--- src/design/u16u8_pkg.sv ---
// Package with shared types and constants of the UTF-16 to UTF-8 transcoder.
`default_nettype none

package u16u8_pkg;

   // Default depth of the code point queue between front and back.
   localparam int unsigned QueueDepthDefault = 4;

   // Byte order marks, read most significant byte first.
   localparam logic [15:0] BomBigEndian    = 16'hFEFF;
   localparam logic [15:0] BomLittleEndian = 16'hFFFE;

   // Top six bits of high (D800..DBFF) and low (DC00..DFFF) surrogates.
   localparam logic [5:0] HighSurrogateTag = 6'b110110;
   localparam logic [5:0] LowSurrogateTag  = 6'b110111;

   // Base of the supplementary planes.
   localparam logic [20:0] SupplementaryBase = 21'h10000;

   // One queue entry: the code points caused by one input byte.
   typedef struct packed {
      logic [20:0] cp0;
      logic [20:0] cp1;
      logic        cp0_valid;
      logic        cp1_valid;
      logic        string_end;
   } unit_entry_type;

   // Queue head as seen by the back end.
   typedef struct packed {
      logic           valid;
      unit_entry_type entry;
   } queue_head_type;

endpackage

`default_nettype wire

--- src/design/u16u8_front.sv ---
// Front end: pairs bytes into code units, detects the byte order mark and joins surrogates.
`default_nettype none

module u16u8_front
   import u16u8_pkg::*;
(
   input  wire logic           clock,
   input  wire logic           reset,
   input  wire logic           csr_wr_en,
   input  wire logic           csr_wr_data,
   input  wire logic           accept,
   input  wire logic [7:0]     in_byte,
   input  wire logic           final_byte,
   output logic                entry_push,
   output unit_entry_type      entry
);

   logic        default_be_ff, default_be_in;
   logic [7:0]  held_byte_ff, held_byte_in;
   logic        held_valid_ff, held_valid_in;
   logic        awaiting_ff, awaiting_in;
   logic        cur_be_ff, cur_be_in;
   logic [9:0]  pend_bits_ff, pend_bits_in;
   logic        pend_valid_ff, pend_valid_in;

   logic [15:0] mark;
   logic        is_bom_big;
   logic        is_bom_little;
   logic        consumed;
   logic        unit_be;
   logic [15:0] unit;
   logic        unit_valid;
   logic        unit_high;
   logic        unit_low;
   logic        flush_valid;
   logic [20:0] flush_cp;
   logic        second_valid;
   logic [20:0] second_cp;

   // Byte order mark check and code unit assembly.
   always_comb begin
      mark          = {held_byte_ff, in_byte};
      is_bom_big    = (mark == BomBigEndian);
      is_bom_little = (mark == BomLittleEndian);
      consumed      = awaiting_ff && (is_bom_big || is_bom_little);
      if (awaiting_ff) begin
         if (is_bom_big) begin
            unit_be = 1'b1;
         end else if (is_bom_little) begin
            unit_be = 1'b0;
         end else begin
            unit_be = default_be_ff;
         end
      end else begin
         unit_be = cur_be_ff;
      end
      unit       = unit_be ? {held_byte_ff, in_byte} : {in_byte, held_byte_ff};
      unit_valid = held_valid_ff && !consumed;
      unit_high  = (unit[15:10] == HighSurrogateTag);
      unit_low   = (unit[15:10] == LowSurrogateTag);
   end

   // Code points of this beat: a flushed high surrogate first, then the unit itself.
   // A waiting high surrogate leaves when a unit other than a low surrogate arrives,
   // or when the string ends without a new unit.
   always_comb begin
      flush_valid = pend_valid_ff && (unit_valid ? !unit_low : final_byte);
      flush_cp    = {5'd0, HighSurrogateTag, pend_bits_ff};
      second_valid = 1'b0;
      second_cp    = {5'd0, unit};
      if (unit_valid) begin
         if (pend_valid_ff && unit_low) begin
            second_valid = 1'b1;
            second_cp    = SupplementaryBase + {1'b0, pend_bits_ff, unit[9:0]};
         end else if (!(unit_high && !final_byte)) begin
            second_valid = 1'b1;
         end
      end
      entry.string_end = final_byte;
      if (flush_valid) begin
         entry.cp0       = flush_cp;
         entry.cp0_valid = 1'b1;
         entry.cp1       = second_cp;
         entry.cp1_valid = second_valid;
      end else begin
         entry.cp0       = second_cp;
         entry.cp0_valid = second_valid;
         entry.cp1       = second_cp;
         entry.cp1_valid = 1'b0;
      end
      entry_push = accept && (entry.cp0_valid || final_byte);
   end

   // Next state of the string tracking.
   always_comb begin
      default_be_in = csr_wr_en ? csr_wr_data : default_be_ff;
      held_byte_in  = held_byte_ff;
      held_valid_in = held_valid_ff;
      awaiting_in   = awaiting_ff;
      cur_be_in     = cur_be_ff;
      pend_bits_in  = pend_bits_ff;
      pend_valid_in = pend_valid_ff;
      if (accept) begin
         if (!held_valid_ff) begin
            held_byte_in  = in_byte;
            held_valid_in = 1'b1;
         end else begin
            held_valid_in = 1'b0;
            if (awaiting_ff) begin
               awaiting_in = 1'b0;
               cur_be_in   = unit_be;
            end
         end
         if (unit_valid) begin
            pend_valid_in = unit_high && !final_byte;
            pend_bits_in  = unit[9:0];
         end
         if (final_byte) begin
            held_valid_in = 1'b0;
            awaiting_in   = 1'b1;
            pend_valid_in = 1'b0;
         end
      end
   end

   // Control state is reset; the held byte and surrogate bits are payload.
   always_ff @(posedge clock) begin
      if (reset) begin
         default_be_ff <= 1'b0;
         held_valid_ff <= 1'b0;
         awaiting_ff   <= 1'b1;
         cur_be_ff     <= 1'b0;
         pend_valid_ff <= 1'b0;
      end else begin
         default_be_ff <= default_be_in;
         held_valid_ff <= held_valid_in;
         awaiting_ff   <= awaiting_in;
         cur_be_ff     <= cur_be_in;
         pend_valid_ff <= pend_valid_in;
      end
   end

   always_ff @(posedge clock) begin
      held_byte_ff <= held_byte_in;
      pend_bits_ff <= pend_bits_in;
   end

   // A pending high surrogate never survives the end of a string.
   a_no_pending_after_end: assert property (@(posedge clock) disable iff (reset)
      accept && final_byte |=> !pend_valid_ff && !held_valid_ff && awaiting_ff)
      else $error("string state not cleared after final byte");

   // The second code point only appears behind a first one.
   a_cp1_needs_cp0: assert property (@(posedge clock) disable iff (reset)
      entry_push && entry.cp1_valid |-> entry.cp0_valid)
      else $error("second code point without a first");

   // An entry without code points is only pushed as the end marker of a string.
   a_bare_only_at_end: assert property (@(posedge clock) disable iff (reset)
      entry_push && !entry.cp0_valid |-> final_byte)
      else $error("empty entry pushed inside a string");

endmodule

`default_nettype wire

--- src/design/u16u8_queue.sv ---
// Short queue of code point entries between the front and back ends.
`default_nettype none

module u16u8_queue
   import u16u8_pkg::*;
#(
   parameter int unsigned DEPTH = QueueDepthDefault
) (
   input  wire logic           clock,
   input  wire logic           reset,
   input  wire logic           wr_en,
   input  wire unit_entry_type wr_entry,
   input  wire logic           rd_en,
   output queue_head_type      head,
   output logic                full
);

   localparam int unsigned PtrW = (DEPTH > 1) ? $clog2(DEPTH) : 1;
   localparam int unsigned CntW = $clog2(DEPTH + 1);

   unit_entry_type  slots [DEPTH];
   logic [PtrW-1:0] wr_ptr_ff, wr_ptr_in;
   logic [PtrW-1:0] rd_ptr_ff, rd_ptr_in;
   logic [CntW-1:0] count_ff, count_in;

   // Pointer and fill count update.
   always_comb begin
      wr_ptr_in = wr_ptr_ff;
      rd_ptr_in = rd_ptr_ff;
      count_in  = count_ff;
      if (wr_en) begin
         wr_ptr_in = (wr_ptr_ff == PtrW'(DEPTH - 1)) ? '0 : wr_ptr_ff + 1'b1;
      end
      if (rd_en) begin
         rd_ptr_in = (rd_ptr_ff == PtrW'(DEPTH - 1)) ? '0 : rd_ptr_ff + 1'b1;
      end
      case ({wr_en, rd_en})
         2'b10:   count_in = count_ff + 1'b1;
         2'b01:   count_in = count_ff - 1'b1;
         default: count_in = count_ff;
      endcase
   end

   always_ff @(posedge clock) begin
      if (reset) begin
         wr_ptr_ff <= '0;
         rd_ptr_ff <= '0;
         count_ff  <= '0;
      end else begin
         wr_ptr_ff <= wr_ptr_in;
         rd_ptr_ff <= rd_ptr_in;
         count_ff  <= count_in;
      end
   end

   // Entry storage.
   always_ff @(posedge clock) begin
      if (wr_en) begin
         slots[wr_ptr_ff] <= wr_entry;
      end
   end

   assign head = {(count_ff != '0), slots[rd_ptr_ff]};
   assign full = (count_ff == CntW'(DEPTH));

   a_no_overflow: assert property (@(posedge clock) disable iff (reset)
      wr_en |-> !full)
      else $error("queue written while full");

   a_no_underflow: assert property (@(posedge clock) disable iff (reset)
      rd_en |-> head.valid)
      else $error("queue read while empty");

   a_count_range: assert property (@(posedge clock) disable iff (reset)
      count_ff <= CntW'(DEPTH))
      else $error("queue count out of range");

endmodule

`default_nettype wire

--- src/design/u16u8_back.sv ---
// Back end: expands queued code points into UTF-8 bytes, one beat per cycle unless the output stalls.
`default_nettype none

module u16u8_back
   import u16u8_pkg::*;
(
   input  wire logic           clock,
   input  wire logic           reset,
   input  wire queue_head_type head,
   output logic                rd_en,
   input  wire logic           pop,
   output logic                empty,
   output logic [7:0]          utf8_byte,
   output logic                byte_valid,
   output logic                string_end,
   output logic                last_of_run
);

   // Number of UTF-8 bytes of a code point, minus one.
   function automatic logic [1:0] utf8_len_m1(input logic [20:0] cp);
      logic [1:0] len;
      if (cp[20:16] != '0) begin
         len = 2'd3;
      end else if (cp[15:11] != '0) begin
         len = 2'd2;
      end else if (cp[10:7] != '0) begin
         len = 2'd1;
      end else begin
         len = 2'd0;
      end
      return len;
   endfunction

   // One byte of the UTF-8 sequence of a code point.
   function automatic logic [7:0] utf8_byte_of(input logic [20:0] cp,
                                               input logic [1:0]  len_m1,
                                               input logic [1:0]  idx);
      logic [7:0] b;
      case ({len_m1, idx})
         4'b00_00: b = {1'b0, cp[6:0]};
         4'b01_00: b = {3'b110, cp[10:6]};
         4'b01_01: b = {2'b10, cp[5:0]};
         4'b10_00: b = {4'b1110, cp[15:12]};
         4'b10_01: b = {2'b10, cp[11:6]};
         4'b10_10: b = {2'b10, cp[5:0]};
         4'b11_00: b = {5'b11110, cp[20:18]};
         4'b11_01: b = {2'b10, cp[17:12]};
         4'b11_10: b = {2'b10, cp[11:6]};
         4'b11_11: b = {2'b10, cp[5:0]};
         default:  b = 8'h00;
      endcase
      return b;
   endfunction

   logic        code_sel_ff, code_sel_in;
   logic [1:0]  byte_idx_ff, byte_idx_in;
   logic        out_valid_ff, out_valid_in;
   logic [7:0]  out_byte_ff, out_byte_in;
   logic        out_bv_ff, out_bv_in;
   logic        out_end_ff, out_end_in;
   logic        out_last_ff, out_last_in;

   logic [20:0] cur_cp;
   logic [1:0]  len_m1;
   logic        bare;
   logic        last_code_byte;
   logic        last_entry;
   logic        load;

   // Select the current byte of the head entry.
   always_comb begin
      cur_cp         = code_sel_ff ? head.entry.cp1 : head.entry.cp0;
      len_m1         = utf8_len_m1(cur_cp);
      bare           = !head.entry.cp0_valid;
      last_code_byte = bare || (byte_idx_ff == len_m1);
      last_entry     = last_code_byte && (bare || code_sel_ff || !head.entry.cp1_valid);
      load           = head.valid && (!out_valid_ff || pop);
      rd_en          = load && last_entry;
   end

   // Walk through code points and bytes of the head entry.
   always_comb begin
      code_sel_in = code_sel_ff;
      byte_idx_in = byte_idx_ff;
      if (load) begin
         if (last_entry) begin
            code_sel_in = 1'b0;
            byte_idx_in = 2'd0;
         end else if (last_code_byte) begin
            code_sel_in = 1'b1;
            byte_idx_in = 2'd0;
         end else begin
            byte_idx_in = byte_idx_ff + 1'b1;
         end
      end
   end

   // Output register, the result side of the block.
   always_comb begin
      out_valid_in = out_valid_ff;
      out_byte_in  = out_byte_ff;
      out_bv_in    = out_bv_ff;
      out_end_in   = out_end_ff;
      out_last_in  = out_last_ff;
      if (load) begin
         out_valid_in = 1'b1;
         out_byte_in  = bare ? 8'h00 : utf8_byte_of(cur_cp, len_m1, byte_idx_ff);
         out_bv_in    = !bare;
         out_end_in   = last_entry && head.entry.string_end;
         out_last_in  = last_entry;
      end else if (pop) begin
         out_valid_in = 1'b0;
      end
   end

   always_ff @(posedge clock) begin
      if (reset) begin
         code_sel_ff  <= 1'b0;
         byte_idx_ff  <= 2'd0;
         out_valid_ff <= 1'b0;
      end else begin
         code_sel_ff  <= code_sel_in;
         byte_idx_ff  <= byte_idx_in;
         out_valid_ff <= out_valid_in;
      end
   end

   always_ff @(posedge clock) begin
      out_byte_ff <= out_byte_in;
      out_bv_ff   <= out_bv_in;
      out_end_ff  <= out_end_in;
      out_last_ff <= out_last_in;
   end

   assign empty       = !out_valid_ff;
   assign utf8_byte   = out_byte_ff;
   assign byte_valid  = out_bv_ff;
   assign string_end  = out_end_ff;
   assign last_of_run = out_last_ff;

   a_bare_marker: assert property (@(posedge clock) disable iff (reset)
      out_valid_ff && !out_bv_ff |-> out_end_ff && out_last_ff && (out_byte_ff == 8'h00))
      else $error("bare end marker with wrong flags");

   a_end_is_last: assert property (@(posedge clock) disable iff (reset)
      out_valid_ff && out_end_ff |-> out_last_ff)
      else $error("string end not on last beat of run");

   a_index_reset_on_pop: assert property (@(posedge clock) disable iff (reset)
      rd_en |=> (byte_idx_ff == 2'd0) && !code_sel_ff)
      else $error("byte index not cleared after entry done");

endmodule

`default_nettype wire

--- src/design/utf16_to_utf8_transcoder.sv ---
// Top level of the UTF-16 to UTF-8 transcoder.
// Input queue side: present req_in_byte and req_final_byte with push; a beat is taken
// when push is high and full is low. Bytes of a UTF-16 string arrive one per beat,
// final_byte set on the last one. A leading FEFF or FFFE mark sets the byte order and
// is dropped; otherwise csr_wr_data, written with csr_wr_en, gives the default order.
// Result queue side: while empty is low, the oldest UTF-8 byte and its flags are on
// the rsp_ ports; pop takes it. Each input beat yields zero to six result beats, and a
// final byte that yields no data gives one bare end marker.
// On an idle block the first result beat of an input beat passes through the code point
// queue and the output register. Input beats are taken one per cycle while the code point
// queue has room; the back end sends one result beat per cycle while its output register
// is empty or being popped.
// If the receiver stalls, the output register holds and the queue fills, after which
// full stays high. Reset clears all string state, empties the queue and the output,
// and sets the default byte order to little endian.
`default_nettype none

module utf16_to_utf8_transcoder
   import u16u8_pkg::*;
#(
   parameter int unsigned QUEUE_DEPTH = QueueDepthDefault
) (
   input  wire logic       clock,
   input  wire logic       reset,
   input  wire logic       csr_wr_en,
   input  wire logic       csr_wr_data,
   input  wire logic       push,
   output logic            full,
   input  wire logic [7:0] req_in_byte,
   input  wire logic       req_final_byte,
   output logic            empty,
   input  wire logic       pop,
   output logic [7:0]      rsp_utf8_byte,
   output logic            rsp_byte_valid,
   output logic            rsp_string_end,
   output logic            rsp_last_of_run
);

   logic           accept;
   logic           entry_push;
   unit_entry_type entry;
   logic           rd_en;
   queue_head_type head;

   assign accept = push && !full;

   u16u8_front u_front (
      .clock       (clock),
      .reset       (reset),
      .csr_wr_en   (csr_wr_en),
      .csr_wr_data (csr_wr_data),
      .accept      (accept),
      .in_byte     (req_in_byte),
      .final_byte  (req_final_byte),
      .entry_push  (entry_push),
      .entry       (entry)
   );

   u16u8_queue #(
      .DEPTH (QUEUE_DEPTH)
   ) u_queue (
      .clock    (clock),
      .reset    (reset),
      .wr_en    (entry_push),
      .wr_entry (entry),
      .rd_en    (rd_en),
      .head     (head),
      .full     (full)
   );

   u16u8_back u_back (
      .clock       (clock),
      .reset       (reset),
      .head        (head),
      .rd_en       (rd_en),
      .pop         (pop),
      .empty       (empty),
      .utf8_byte   (rsp_utf8_byte),
      .byte_valid  (rsp_byte_valid),
      .string_end  (rsp_string_end),
      .last_of_run (rsp_last_of_run)
   );

endmodule

`default_nettype wire
--- config.mk ---
export PLATFORM = sky130hd
export DESIGN_NAME = utf16_to_utf8_transcoder
export DESIGN_NICKNAME = d
export VERILOG_FILES = /design/src/design/u16u8_pkg.sv /design/src/design/u16u8_front.sv /design/src/design/u16u8_queue.sv /design/src/design/u16u8_back.sv /design/src/design/utf16_to_utf8_transcoder.sv
export SDC_FILE = /design/constraint.sdc
export NUM_CORES = 1
export LEC_CHECK = 0
export BUFFER_PORTS_ARGS = -buffer_cell sky130_fd_sc_hd__buf_2
export CORE_MARGIN = 2
export CORE_UTILIZATION = 45
export DETAILED_ROUTE_END_ITERATION = 6
export GPL_TIMING_DRIVEN = 0
export MAX_ROUTING_LAYER = met4
export SLEW_MARGIN = 20
export SYNTH_ARGS = -nofsm -noshare
export SYNTH_HDL_FRONTEND = slang
export SYNTH_SLANG_ARGS = --single-unit
export TNS_END_PERCENT = 20
--- constraint.sdc ---
create_clock -name clock -period 11.2 [get_ports clock]
set_input_delay 2.8 -clock clock [delete_from_list [all_inputs] [get_ports clock]]
set_output_delay 2.8 -clock clock [all_outputs]
set_load 0.02 [all_outputs]
After elaboration in Yosys (flattened, before gate mapping)
Memory sizes are Yosys's and may differ from the RTL's. A register that Yosys moved wholly into a read port is not among the register bits.
Index checks and enable logic that the tools add are counted.
- reductions and logical operators: 42
- bitwise gates (word level): 1
- equality and inequality tests: 19
- muxes and demuxes: 35
- $add $sub $neg: 6
- operators by type and width (cell ; number):
    two-way mux 21 bit ; 3
    one-hot mux 8 bit (7 select lines) ; 1
    two-way mux 44 bit ; 1
    == test 16 bit (second input constant) ; 2
    == test 4 bit (second input constant) ; 7
    adder 17 x 20 -> 21 bit (first input constant) ; 1
    two-way mux 1 bit ; 20
    two-way mux 16 bit ; 1
    two-way mux 2 bit ; 8
    == test 6 bit (second input constant) ; 2
    logical AND 1 bit ; 11
    AND reduction 2 bit ; 5
    nonzero test 2 bit ; 5
    nonzero test 5 bit ; 2
    == test 4 x 3 -> 1 bit (second input constant) ; 2
    zero test 1 bit ; 7
    adder 2 x 1 -> 2 bit (second input constant) ; 3
    == test 2 bit (second input constant) ; 3
    logical OR 1 bit ; 6
    one-hot mux 3 bit (2 select lines) ; 1
    zero test 4 bit ; 1
    nonzero test 4 bit ; 1
    adder 3 x 1 -> 3 bit (second input constant) ; 1
    == test 3 bit (second input constant) ; 1
    8 further kinds ; 8
- bits of input ports: 15
- word-level logic and storage cells: 121
- memories kept: 1
- bits in writable memories: 180
- flip-flop bits (word level): 45
- output and inout port bits: 13
- memories (memory ; depth ; width ; read ports ; clocked after Yosys merged registers in ; write ports ; RTL line ; source):
    u_queue.slots ; 4 ; 45 ; 1 ; 1 ; 1 ; u16u8_queue.sv:21 ; unit_entry_type slots [DEPTH];

Longest topological paths before layout
- depth in word-level cells: 15
- depth in mapped cells: 16
- depth with buffers taken out: 12

By module
Synthesis repeated with hierarchy kept, for this count alone.
- cells, all modules: 595
- area, all modules: 10060.9 um2
- by module, submodules not included (module ; area an instance (um2) ; instances ; cells an instance ; seq. area each (um2)):
    u16u8_queue ; 7003.0 ; 1 ; 283 ; 5585.4
    u16u8_front ; 1687.9 ; 1 ; 165 ; 640.6
    u16u8_back ; 1356.3 ; 1 ; 146 ; 410.4
    utf16_to_utf8_transcoder ; 13.8 ; 1 ; 1 ; 0.0

Least setup slack after synthesis
No wires, ideal clock.
- kind: input port to flip-flop
- start: input port req_in_byte[5]
- end: memory u_queue.slots[0][0] (netlist name), enable pin
- required time: 10.793 ns
- arrival: 5.293 ns
- library setup time: 0.407 ns
- stages: 7
- setup slack: 5.500 ns
- path buffers: 0
- path through: nand4_1 -> o41a_1 -> a211o_1 -> nand4b_1 -> a21oi_1 -> o21ai_1 -> and2_1
- word-level cells in the longest chain between the ends: 15
- elaborated cells between the ends (all ways): 25
- classes of those cells: eq/ne (4); mux (11); reduce/logical (10)
- RTL lines (element ; RTL line ; source):
    from (decl) ; utf16_to_utf8_transcoder.sv:29 ; input wire logic [7:0] req_in_byte,
    == test 16 bit ; u16u8_front.sv:44 ; is_bom_little = (mark == BomLittleEndian);
    two-way mux 1 bit ; u16u8_front.sv:49 ; end else if (is_bom_little) begin
    two-way mux 1 bit ; u16u8_front.sv:47 ; if (is_bom_big) begin
    two-way mux 1 bit ; u16u8_front.sv:46 ; if (awaiting_ff) begin
    two-way mux 16 bit ; u16u8_front.sv:57 ; unit = unit_be ? {held_byte_ff, in_byte} : {in_byte, held_byte_ff};
    == test 6 bit ; u16u8_front.sv:59 ; unit_high = (unit[15:10] == HighSurrogateTag);
    logical AND 1 bit ; u16u8_front.sv:75 ; end else if (!(unit_high && !final_byte)) begin
    two-way mux 1 bit ; u16u8_front.sv:75 ;
    two-way mux 1 bit ; u16u8_front.sv:72 ; if (pend_valid_ff && unit_low) begin
    two-way mux 1 bit ; u16u8_front.sv:71 ; if (unit_valid) begin
    two-way mux 44 bit (*) ; u16u8_front.sv:80 ; if (flush_valid) begin
    logical OR 1 bit (*) ; u16u8_front.sv:91 ; entry_push = accept && (entry.cp0_valid || final_byte);
    logical AND 1 bit (*) ; u16u8_front.sv:91 ;
    two-way mux 1 bit (*) ; u16u8_queue.sv:58 ; if (wr_en) begin
    two-way mux 1 bit (implied by the code) (*) ; u16u8_queue.sv:59 ; slots[wr_ptr_ff] <= wr_entry;
    to (decl) ; u16u8_queue.sv:21 ;
Mark *: on every way between the ends. The rest lies on a longest branch, timed or not.

==> run metrics <==
outcome completed; Peak VDD IR 103 uV; fraction of the cycle the final worst path needs 54.8%; total chip power 2.50 mW; routability cong. 0.846; fin area 0.0111 sq mm; Tmin final 6.14 ns; hpwl dp 12,900 um; Post-Route Utilization 52.6%; die width 150 um; clock latency on the worst-skew pair 0.52 ns; Initial DRT Pass Iterations 4; wire length of the first global-routing pass 29,800 um; Root Buffer sky130_fd_sc_hd__clkbuf_16; boundary pin count 28; DR iter-0 viols 324; sequential fraction of the synthesis area 68.8%; number of sinks driven by the clock tree 227; overall routed net length 19,500 um; static leakage power 3.60 nW; total of endpoints with negative setup slack in the final report 0; post-placement setup slack 4.52 ns; fraction of power consumed by sequential logic 42.6%; number of distinct library cells after synthesis 58; vias in the first global route 5,080; nets in the synthesized netlist 588; worst-margin pin slew 0.911 ns; fraction of layout cells with a size suffix above 1 24.4%; area of the mapped netlist 0.00964 sq mm; number of antenna violations at the first check in global routing 0; Vias per Instance 5.53; cell family contributing the most delay on the critical path buffers and inverters; Rows 53; total global-route track usage 18.2%; Final Hold Vio Count 0; class of the worst hold path flop to flop; Setup Fix Bufs, Post-CTS 0; placed instance count 866; CTS resizes 0; type of element capturing the critical path flop; arrival time reported for the critical path endpoint 6.36 ns; height of the die 150 um; worst rel slew slack 39.3%; Area growth, synth to finish 14.7%; total of flip-flops plus latches after synthesis 227; Async SR Flop Fraction 0%; Max clock buf depth 3; non-filler cells in the finished layout 910; # port buffers 26; TritonCTS clock tree yes; core area 0.0210 sq mm; setup repair after global routing missed its margin no; clock network fraction of total power 33.6%; number of levels in the clock H-tree 1; routed length per placed instance 21.4 um; proportion of total power due to net switching 27.5%; kind of critical path input port to flop; maximum number of pins on one net before global-route repair 30; DRC Markers 0; largest clock skew in the final design 0.0157 ns; antenna diode instance count 0; combinational cell fraction of total power 23.8%; CP Data Required Time 11.42 ns; die footprint 0.0226 sq mm; Pwr per Cell Area 226 mW/mm^2; pins over their slew limit 0; CTS clock-pin slew for the worst setup and hold paths 0.06 ns; count of buffering cells on the critical path with inverters included 5; highest cell delay on the worst timing path 0.57 ns; Worst Setup Start Kind input port; Fin Hold WS 0.488 ns; cell mode on critical path sky130_fd_sc_hd__clkbuf_1; sw power 0.687 mW; number of enable flip-flop cells after synthesis 209; DR vias 5,034; number of instances in the synthesized netlist 561; library cell contributing the largest single delay on the critical path sky130_fd_sc_hd__buf_1; final antenna-violating net count 0; initial cell density of the core 45.9%; setup tns final 0 ns; residual overflow from global routing 0; number of nets in the layout 644; maximum clock rate 163 MHz; number of clock buffers inserted by TritonCTS 24; cell area reported after detailed placement 0.0102 sq mm; worst setup slack after layout 5.06 ns; hold buffer count at CTS 0; number of maximum-capacitance violations 0; leading register cell type out of synthesis sky130_fd_sc_hd__edfxtp_1; internal portion of total power 1.81 mW; maximum fanout encountered on the critical timing path 10; average cell area after synthesis 17.2 sq um; critical-path cell list buf_2, nand4_1, o41ai_1, a211o_1, and2_1, clkbuf_1, mux2i_1, o22a_1, clkbuf_1, buf_1, inv_1, nor3_1; Ys Warns 0
[layer usage]
| metal | vias to the layer above | routed length (um) | track usage [%] |
|---|---|---|---|
| li1 | 2334 | - | - |
| met1 | 2570 | 8850 | 25.4 |
| met2 | 111 | 9500 | 28.7 |
| met3 | 19 | 854 | 2.79 |
| met4 | 0 | 259 | 4.10 |
| met5 | - | 0 | - |
[cells in the final DEF, fill, tap and decap left out, types with 4 or more instances in the layout]
| master | n |
|---|---|
| sky130_fd_sc_hd__and2_1 | 5 |
| sky130_fd_sc_hd__buf_12 | 5 |
| sky130_fd_sc_hd__nand3_1 | 7 |
| sky130_fd_sc_hd__nand4_1 | 5 |
| sky130_fd_sc_hd__buf_1 | 5 |
| sky130_fd_sc_hd__clkbuf_1 | 14 |
| sky130_fd_sc_hd__inv_1 | 16 |
| sky130_fd_sc_hd__dfxtp_1 | 18 |
| sky130_fd_sc_hd__nand2b_1 | 5 |
| sky130_fd_sc_hd__edfxtp_1 | 209 |
| sky130_fd_sc_hd__bufinv_16 | 5 |
| sky130_fd_sc_hd__o21ai_0 | 17 |
| sky130_fd_sc_hd__nand2_1 | 20 |
| sky130_fd_sc_hd__clkbuf_16 | 25 |
| sky130_fd_sc_hd__o21a_1 | 5 |
| sky130_fd_sc_hd__mux2i_1 | 30 |
| sky130_fd_sc_hd__buf_2 | 30 |
| sky130_fd_sc_hd__and2_4 | 4 |
| sky130_fd_sc_hd__ha_1 | 11 |
| sky130_fd_sc_hd__mux2_2 | 26 |
| sky130_fd_sc_hd__nor2_1 | 49 |
| sky130_fd_sc_hd__a21oi_1 | 15 |
| sky130_fd_sc_hd__clkinv_1 | 6 |
| sky130_fd_sc_hd__mux4_2 | 43 |
[power by group through the flow]
stage | Combinational (mW) | Sequential (mW) | Clock (mW)
after floorplan | 0.408 | 1.10 | 0
after global placement | 0.583 | 1.08 | 0
after detailed placement | 0.599 | 1.08 | 0
after CTS | 0.603 | 1.06 | 0.851
after global routing | 0.647 | 1.07 | 0.886
final | 0.595 | 1.06 | 0.838
[worst reg2reg max path, stage by stage (launching register included)]
cell and delay, ns:
sky130_fd_sc_hd__dfxtp_1 0.31, sky130_fd_sc_hd__clkbuf_1 0.35, sky130_fd_sc_hd__buf_1 0.69, sky130_fd_sc_hd__clkbuf_1 0.76
sky130_fd_sc_hd__mux2i_1 0.37, sky130_fd_sc_hd__nand4_1 0.27, sky130_fd_sc_hd__xnor2_1 0.33, sky130_fd_sc_hd__nor4_4 0.06
sky130_fd_sc_hd__nor3_2 0.50, sky130_fd_sc_hd__nor3_4 0.14, sky130_fd_sc_hd__ha_1 0.27, sky130_fd_sc_hd__fa_1 0.45
sky130_fd_sc_hd__xnor2_1 0.15, sky130_fd_sc_hd__or3_1 0.31, sky130_fd_sc_hd__a21oi_1 0.15
[synthesized netlist by cell type, drive strengths merged (2+ instances only)]
master / instances / share of area (%)
xnor2: 3 / 0.27
edfxtp: 209 / 65
nand2: 20 / 0.78
and2: 9 / 0.58
inv: 16 / 0.62
mux2: 27 / 3.2
or2: 2 / 0.13
nor4: 2 / 0.29
nand2b: 5 / 0.32
o221ai: 3 / 0.27
dfxtp: 18 / 3.7
mux4: 45 / 11
nor3: 6 / 0.53
nor2: 50 / 2.0
nand3b: 2 / 0.16
o21ai: 18 / 0.93
a21oi: 15 / 0.78
nand3: 7 / 0.36
xor2: 3 / 0.27
ha: 11 / 1.4
nand4: 5 / 0.32
nor2b: 3 / 0.19
o21a: 5 / 0.39
o31ai: 2 / 0.16
clkbuf: 12 / 0.47
mux2i: 30 / 3.1
buf: 13 / 0.96
[cell families after synthesis]
logic type               Yosys count  synth area share [%]
multiplexers                     102                  16.9
XOR/XNOR                           6                 0.545
flip-flops                       227                  68.8
buffers and inverters             41                  2.05
adder cells (fa/ha/maj)           12                  1.64
AND/OR/NAND/NOR                  116                  6.09
AO/OA/AOI/OAI                     57                  3.98
[sequential cells by signal (all words and copies together) (netlist names), 2 cells and up, named ones only]
name,flops
u_front.pend_bits_ff,10
u_queue.rd_ptr_ff,2
u_queue.count_ff,3
u_back.utf8_byte,8
u_queue.slots,180
u_queue.wr_ptr_ff,2
u_front.held_byte_ff,8
u_back.byte_idx_ff,2
[layout make-up]
| type | count | area (sq um) |
|---|---|---|
| buffer | 25 | 138 |
| clock buffer | 27 | 633 |
| clock inverter | 17 | 218 |
| fill | 1650 | 9970 |
| inverter | 16 | 60.1 |
| multi-input combinational | 293 | 2820 |
| sequential | 227 | 6640 |
| tap | 275 | 344 |
| timing repair buffer | 30 | 210 |
[worst paths after layout]
kind / from / cells after the start / end / slack [ns]
worst max-delay path: req_in_byte[7] / 12 / u_queue.slots[0][34] / 5.06
worst min register to register: u_back.out_valid_ff / 2 / u_back.out_valid_ff / 0.49
worst max register to register: u_back.code_sel_ff / 14 / u_queue.count_ff[2] / 6.02
worst min-delay path: u_back.out_valid_ff / 2 / u_back.out_valid_ff / 0.49
Note: power is estimated with default switching activity, not from simulation.
